**config.mk**
```make
export PLATFORM = sky130hd
export DESIGN_NAME = pbvs_repack
export DESIGN_NICKNAME = d
export VERILOG_FILES = /design/src/rtl/core/pbvs_pkg.sv /design/src/rtl/core/pbvs_repack.sv
export SDC_FILE = /design/constraint.sdc
export NUM_CORES = 1
export LEC_CHECK = 0
export BUFFER_PORTS_ARGS = -buffer_cell sky130_fd_sc_hd__buf_2
export CORE_UTILIZATION = 50
export DETAILED_ROUTE_END_ITERATION = 12
export PLACE_DENSITY = 0.71
export SYNTH_ARGS = -nofsm -noshare
export SYNTH_HDL_FRONTEND = slang
export SYNTH_SLANG_ARGS = --single-unit
```
**constraint.sdc**
```tcl
create_clock -name i_clk -period 7.8 [get_ports i_clk]
set_input_delay 1.56 -clock i_clk [delete_from_list [all_inputs] [get_ports i_clk]]
set_output_delay 1.56 -clock i_clk [all_outputs]
set_load 0.01 [all_outputs]
```
**src/rtl/core/pbvs_pkg.sv**
```systemverilog
// Shared types, constants and width helpers for the paletted voxel store.
// Used by pbvs_repack and the top level; depends on nothing.
`default_nettype none
package pbvs_pkg;

    localparam int CELL_COUNT    = 4096;
    localparam int WORD_COUNT    = 1024;
    localparam int PALETTE_DEPTH = 256;
    localparam int WORD_W        = 64;
    localparam int SID_W         = 15;
    localparam int BITS_W        = 4;
    localparam int CELL_W        = $clog2(CELL_COUNT);
    localparam int WADDR_W       = $clog2(WORD_COUNT);
    localparam int MADDR_W       = WADDR_W + 1;
    localparam int PAL_W         = $clog2(PALETTE_DEPTH);
    localparam int PSIZE_W       = PAL_W + 1;
    localparam int OFF_W         = $clog2(WORD_W);
    localparam int RECIP_SHIFT   = 20;
    localparam int RECIP_W       = 19;
    localparam int CLEAR_WORDS   = CELL_COUNT / (WORD_W / 4);

    localparam logic [BITS_W-1:0] MIN_BITS    = 4'd4;
    localparam logic [BITS_W-1:0] DIRECT_BITS = 4'd15;

    typedef struct packed {
        logic [BITS_W-1:0]  src_bits;
        logic [BITS_W-1:0]  dst_bits;
        logic               resolve;
        logic               src_bank;
        logic [PSIZE_W-1:0] psize;
    } t_repack_cfg;

    typedef struct packed {
        logic [MADDR_W-1:0] rd_addr;
        logic               wr_en;
        logic [MADDR_W-1:0] wr_addr;
        logic [WORD_W-1:0]  wr_data;
        logic [PAL_W-1:0]   pal_addr;
    } t_repack_req;

    function automatic logic [4:0] cells_per_word(input logic [BITS_W-1:0] bits);
        logic [4:0] per;
        case (bits)
            4'd4:    per = 5'd16;
            4'd5:    per = 5'd12;
            4'd6:    per = 5'd10;
            4'd7:    per = 5'd9;
            4'd8:    per = 5'd8;
            default: per = 5'd4;
        endcase
        return per;
    endfunction

    // Rounded-up reciprocal of the cells per word, scaled by 2^RECIP_SHIFT.
    function automatic logic [RECIP_W-1:0] word_recip(input logic [BITS_W-1:0] bits);
        logic [RECIP_W-1:0] m;
        case (bits)
            4'd4:    m = 19'd65536;
            4'd5:    m = 19'd87382;
            4'd6:    m = 19'd104858;
            4'd7:    m = 19'd116509;
            4'd8:    m = 19'd131072;
            default: m = 19'd262144;
        endcase
        return m;
    endfunction

    function automatic logic [BITS_W-1:0] need_bits(input logic [PSIZE_W-1:0] size);
        logic [BITS_W-1:0] b;
        if (size <= 9'd16) begin
            b = 4'd4;
        end else if (size <= 9'd32) begin
            b = 4'd5;
        end else if (size <= 9'd64) begin
            b = 4'd6;
        end else if (size <= 9'd128) begin
            b = 4'd7;
        end else begin
            b = 4'd8;
        end
        return b;
    endfunction

endpackage
`default_nettype wire

```
**src/rtl/core/pbvs_repack.sv**
```systemverilog
// Repack engine: streams every cell from one word bank into the other bank
// at a new width, optionally resolving palette indexes. Depends on pbvs_pkg.
`default_nettype none
module pbvs_repack (
    input  wire logic                       i_clk,
    input  wire logic                       i_rst_n,
    input  wire logic                       i_start,
    input  wire pbvs_pkg::t_repack_cfg      i_cfg,
    input  wire logic [pbvs_pkg::WORD_W-1:0] i_word_q,
    input  wire logic [pbvs_pkg::SID_W-1:0]  i_pal_q,
    output pbvs_pkg::t_repack_req           o_req,
    output logic                            o_done
);

    pbvs_pkg::t_repack_cfg r_cfg;
    logic                                r_run;
    logic [pbvs_pkg::CELL_W-1:0]         r_ci;
    logic [pbvs_pkg::WADDR_W-1:0]        r_sw;
    logic [3:0]                          r_ss;
    logic                                r_v1;
    logic                                r_last1;
    logic [pbvs_pkg::OFF_W-1:0]          r_off1;
    logic                                r_v2;
    logic                                r_last2;
    logic [pbvs_pkg::SID_W-1:0]          r_field2;
    logic                                r_ok2;
    logic [pbvs_pkg::WADDR_W-1:0]        r_dw;
    logic [3:0]                          r_ds;
    logic [pbvs_pkg::WORD_W-1:0]         r_acc;
    logic                                r_done;

    logic [4:0]                          w_sper;
    logic [4:0]                          w_dper;
    logic [7:0]                          w_soff;
    logic [7:0]                          w_doff;
    logic [pbvs_pkg::WORD_W-1:0]         w_smask;
    logic [pbvs_pkg::SID_W-1:0]          w_field;
    logic [pbvs_pkg::SID_W-1:0]          w_val;
    logic [pbvs_pkg::WORD_W-1:0]         w_word;
    logic                                w_flush;

    always_comb begin
        w_sper  = pbvs_pkg::cells_per_word(r_cfg.src_bits);
        w_dper  = pbvs_pkg::cells_per_word(r_cfg.dst_bits);
        w_soff  = r_ss * r_cfg.src_bits;
        w_doff  = r_ds * r_cfg.dst_bits;
        w_smask = ~({pbvs_pkg::WORD_W{1'b1}} << r_cfg.src_bits);
        w_field = pbvs_pkg::SID_W'((i_word_q >> r_off1) & w_smask);
        w_val   = r_cfg.resolve ? (r_ok2 ? i_pal_q : '0) : r_field2;
        w_word  = r_acc | (pbvs_pkg::WORD_W'(w_val) << w_doff[pbvs_pkg::OFF_W-1:0]);
        w_flush = r_v2 && ((5'(r_ds) == w_dper - 5'd1) || r_last2);

        o_req.rd_addr  = {r_cfg.src_bank, r_sw};
        o_req.wr_en    = w_flush;
        o_req.wr_addr  = {~r_cfg.src_bank, r_dw};
        o_req.wr_data  = w_word;
        o_req.pal_addr = w_field[pbvs_pkg::PAL_W-1:0];
    end

    assign o_done = r_done;

    always_ff @(posedge i_clk) begin
        if (!i_rst_n) begin
            r_run  <= 1'b0;
            r_v1   <= 1'b0;
            r_v2   <= 1'b0;
            r_done <= 1'b0;
        end else begin
            r_done <= r_v2 && r_last2;
            r_v1   <= r_run;
            r_v2   <= r_v1;
            if (i_start) begin
                r_run <= 1'b1;
            end else if (r_run && (r_ci == pbvs_pkg::CELL_W'(pbvs_pkg::CELL_COUNT - 1))) begin
                r_run <= 1'b0;
            end
        end

        if (i_start) begin
            r_cfg <= i_cfg;
            r_ci  <= '0;
            r_sw  <= '0;
            r_ss  <= '0;
            r_dw  <= '0;
            r_ds  <= '0;
            r_acc <= '0;
        end else begin
            if (r_run) begin
                r_ci <= r_ci + 1'b1;
                if (5'(r_ss) == w_sper - 5'd1) begin
                    r_ss <= '0;
                    r_sw <= r_sw + 1'b1;
                end else begin
                    r_ss <= r_ss + 1'b1;
                end
            end
            if (r_v2) begin
                if (w_flush) begin
                    r_acc <= '0;
                    r_ds  <= '0;
                    r_dw  <= r_dw + 1'b1;
                end else begin
                    r_acc <= w_word;
                    r_ds  <= r_ds + 1'b1;
                end
            end
        end

        r_last1  <= r_run && (r_ci == pbvs_pkg::CELL_W'(pbvs_pkg::CELL_COUNT - 1));
        r_off1   <= w_soff[pbvs_pkg::OFF_W-1:0];
        r_last2  <= r_last1;
        r_field2 <= w_field;
        r_ok2    <= 9'(w_field) < r_cfg.psize;
    end

endmodule
`default_nettype wire

```
==> impl_metrics.py <==
metrics = {
    "layout": {
        "layout-drive-gt1-share_pct": 26.7,
        "syn_to_final_growth_pct": 13.7,
        "layout.nets": 1534,
        "num-fill-cells": 2129,
        "layout.cells.most_common": "buf_2",
        "multiInputGateArea_um2": 8090,
        "most-common-layout-cells": "196 x buf_2, 130 x nand2_1, 129 x dfxtp_1",
        "finalInstanceArea_um2": 13600,
        "seq_area_um2": 3220,
    },
    "synth": {
        "synth_edf_count": 19,
        "ys.flop_type": "dfxtp_1",
        "synth_nets": 1409,
        "netlist_area_um2": 11900,
        "synth_async_sr_flop_share_pct": 0,
        "synth_cell_types": 76,
        "syn_inst": 1271,
        "syn_avg_cell_area_um2": 9.38,
        "ys_warn_count": 0,
        "synth_seq_cells": 151,
        "synth.yosys.seq_area_share_pct": 26.9,
    },
    "timing": {
        "rsz0062_at_grt": "false",
        "maxSlewViolCount": 0,
        "tightest_slew_ns": 1.06,
        "period_needed_ns": 7.19,
        "hold_slack_ns": 0.342,
        "fmax_ghz": 0.139,
        "fin_tns_setup_ns": 0,
        "slew_headroom_pct": 29.2,
        "finalHoldViolCount": 0,
        "finalSetupViolCount": 0,
        "fin_worst_skew_ns": 0.0127,
        "min_period_over_period_pct": 92.1,
    },
    "setup_path": {
        "rr_endpoint": "r_acc[31]",
        "rrSetupSlack_ns": 2.61,
        "worst-endpoint-arrival_ns": 5.63,
        "crit_fanout": 16,
        "start_kind": "flop",
        "critPathKind": "flop to output pin",
        "crit_path_end_kind": "output pin",
        "reg2reg_depth": 11,
        "crit_required_ns": 6.24,
        "reg2reg_from": "r_ds[0]",
    },
    "drt": {
        "route.detailed.drc": 0,
        "routed_wl_mm": 34.9,
        "via_per_inst": 6.32,
        "dr_total_vias": 10948,
        "wire_per_inst_um": 20.2,
        "ant_nets": 0,
        "initialDrtViolationCount": 1070,
        "firstDrtPassIters": 6,
    },
    "global_route": {
        "grt_pass1_wl_mm": 54.3,
        "grt_max_degree": 66,
        "antenna_found_initial": 3,
        "grtUsageMet1_pct": 37.7,
        "grt.overflow.total": 0,
        "grt_pass1_vias": 10182,
        "busiest_layer": "met2",
        "gr-usage-all-layers_pct": 28.5,
        "grtUsageMet2_pct": 45.8,
        "grt_util_met3_pct": 4.15,
    },
    "clocking": {
        "hold_buffers": 0,
        "clock_sinks": 151,
        "cts_buffer_depth": 2,
        "cts-root-buf": "clkbuf_16",
        "clk_pin_slew_ns": 0.07,
        "cts_resized": 0,
        "cts_buffers": 17,
        "htree_num_levels": 4,
        "cts_tree": "done",
        "insertion_delay_ns": 0.43,
        "post_cts.repair.setup_buffers": 0,
    },
    "placed_design": {
        "routabilityCongestion": 0.965,
        "portBuffers": 196,
        "placed_area_um2": 13000,
        "dp_hpwl_mm": 26.0,
    },
    "power_and_ir_drop": {
        "p_leak_nw": 5.60,
        "powerDensity_nw_per_um2": 177,
        "ir_worst_vdd_mv": 0.159,
    },
    "min_path": {
        "hold_depth": 0,
        "hold_end": "r_last2",
        "hold_class": "flop to flop",
        "hp-start": "r_last1",
    },
    "floorplanning": {
        "start_util_pct": 51.0,
        "dieArea_um2": 24500,
        "die_y_um": 156,
        "coreArea_um2": 23400,
        "core.rowCount": 56,
        "fp.dieW_um": 156,
        "pin_count": 197,
    },
    "flow_run": {
        "drv_cap": 0,
    },
    "status": {
        "status": "completed",
    },
}
## cell type report
class | instances | area share (%)
tap | 319 | 2.94
sequential | 151 | 23.8
clock inverter | 14 | 1.12
antenna | 3 | 0.0554
multi-input combinational | 975 | 59.7
inverter | 42 | 1.16
timing repair buffer | 209 | 7.95
clock buffer | 18 | 3.32
## state kept, by name, indices dropped and copies added (netlist names)
register,count
r_last2,1
r_ss,4
r_ds,4
r_ci,12
r_cfg,18
r_acc,64
r_last1,1
r_run,1
r_v1,1
r_v2,1
r_field2,15
o_req,1
r_sw,10
r_ok2,1
r_off1,6
r_dw,10
o_done,1
## per-stage QoR
stage               instances  power, mW  setup slack [ns]  util [%]
CTS                      1728       2.41             0.780      57.9
global route             1731       2.50             0.431      57.9
global placement         1696       1.55              1.25      55.3
floorplan                1271       1.35              2.21         -
detailed placement       1696       1.56              1.26      55.3
finish                   1731       2.40             0.615      57.9
## metal layers
| layer | part of all wire [%] | up-vias |
|---|---|---|
| met5 | 0 | - |
| met3 | 7.2 | 87 |
| li1 | - | 5081 |
| met2 | 47 | 551 |
| met4 | 4.3 | 0 |
| met1 | 42 | 5229 |
## report_power, final
part           switching, mW  internal [mW]
Sequential            0.0512          0.818
Combinational          0.384          0.303
Clock                  0.399          0.447
## cells in the mapped netlist, drive strengths merged (18+ instances only)
cell type    n  area share (%)
clkbuf      57             1.8
mux4       101              19
mux2        19             1.8
buf         46             2.3
a21oi       69             2.9
o31ai       18             1.2
dfxtp      132              22
and2        45             2.4
o21bai      35             2.2
nor2        79             2.5
a211oi      19             1.2
mux2i       52             4.4
edfxtp      19             4.8
o21ai       73             3.1
xor2        21             1.5
a21o        22             1.4
ha          29             3.0
nand3       38             1.6
nand2      130             4.1
inv         40             1.3
## worst max path at each step
| stage | startpoint | end | slack (ns) | depth (start not counted) |
|---|---|---|---|---|
| 2_1_floorplan | r_ds[2] | o_req[36] | 2.21 | 15 |
| 4_1_cts | r_ds[0] | o_req[23] | 0.78 | 12 |
| 5_1_grt | r_ds[1] | o_req[71] | 0.43 | 13 |
| 3_3_place_gp | r_ds[0] | o_req[39] | 1.25 | 12 |
| 3_5_place_dp | r_ds[0] | o_req[39] | 1.26 | 12 |
| 6_report | r_ds[0] | o_req[39] | 0.61 | 12 |
## critical path, cell delays in order (launching register included)
cell and delay, ns:
dfxtp_1 0.51, nand2_1 0.13, fa_1 0.55, inv_1 0.06, fa_1 0.56, inv_1 0.07
fa_1 0.95, inv_1 0.36, nor2_1 0.64, a221oi_1 0.32, mux2i_1 0.74, o21bai_1 0.15
buf_2 0.17
## kinds of logic (layout without fill, tap and decap cells)
group,after synthesis,count (layout),synth area share [%]
xor+xnor,32,32,2.47
mux,172,172,25.3
fa+ha+maj,37,37,4.39
other cells,0,3,0
flops,151,151,26.9
simple gates,397,397,16.2
buf+inv,145,283,5.39
compound gates,337,337,19.3
Power figures use the tool's default switching activity.
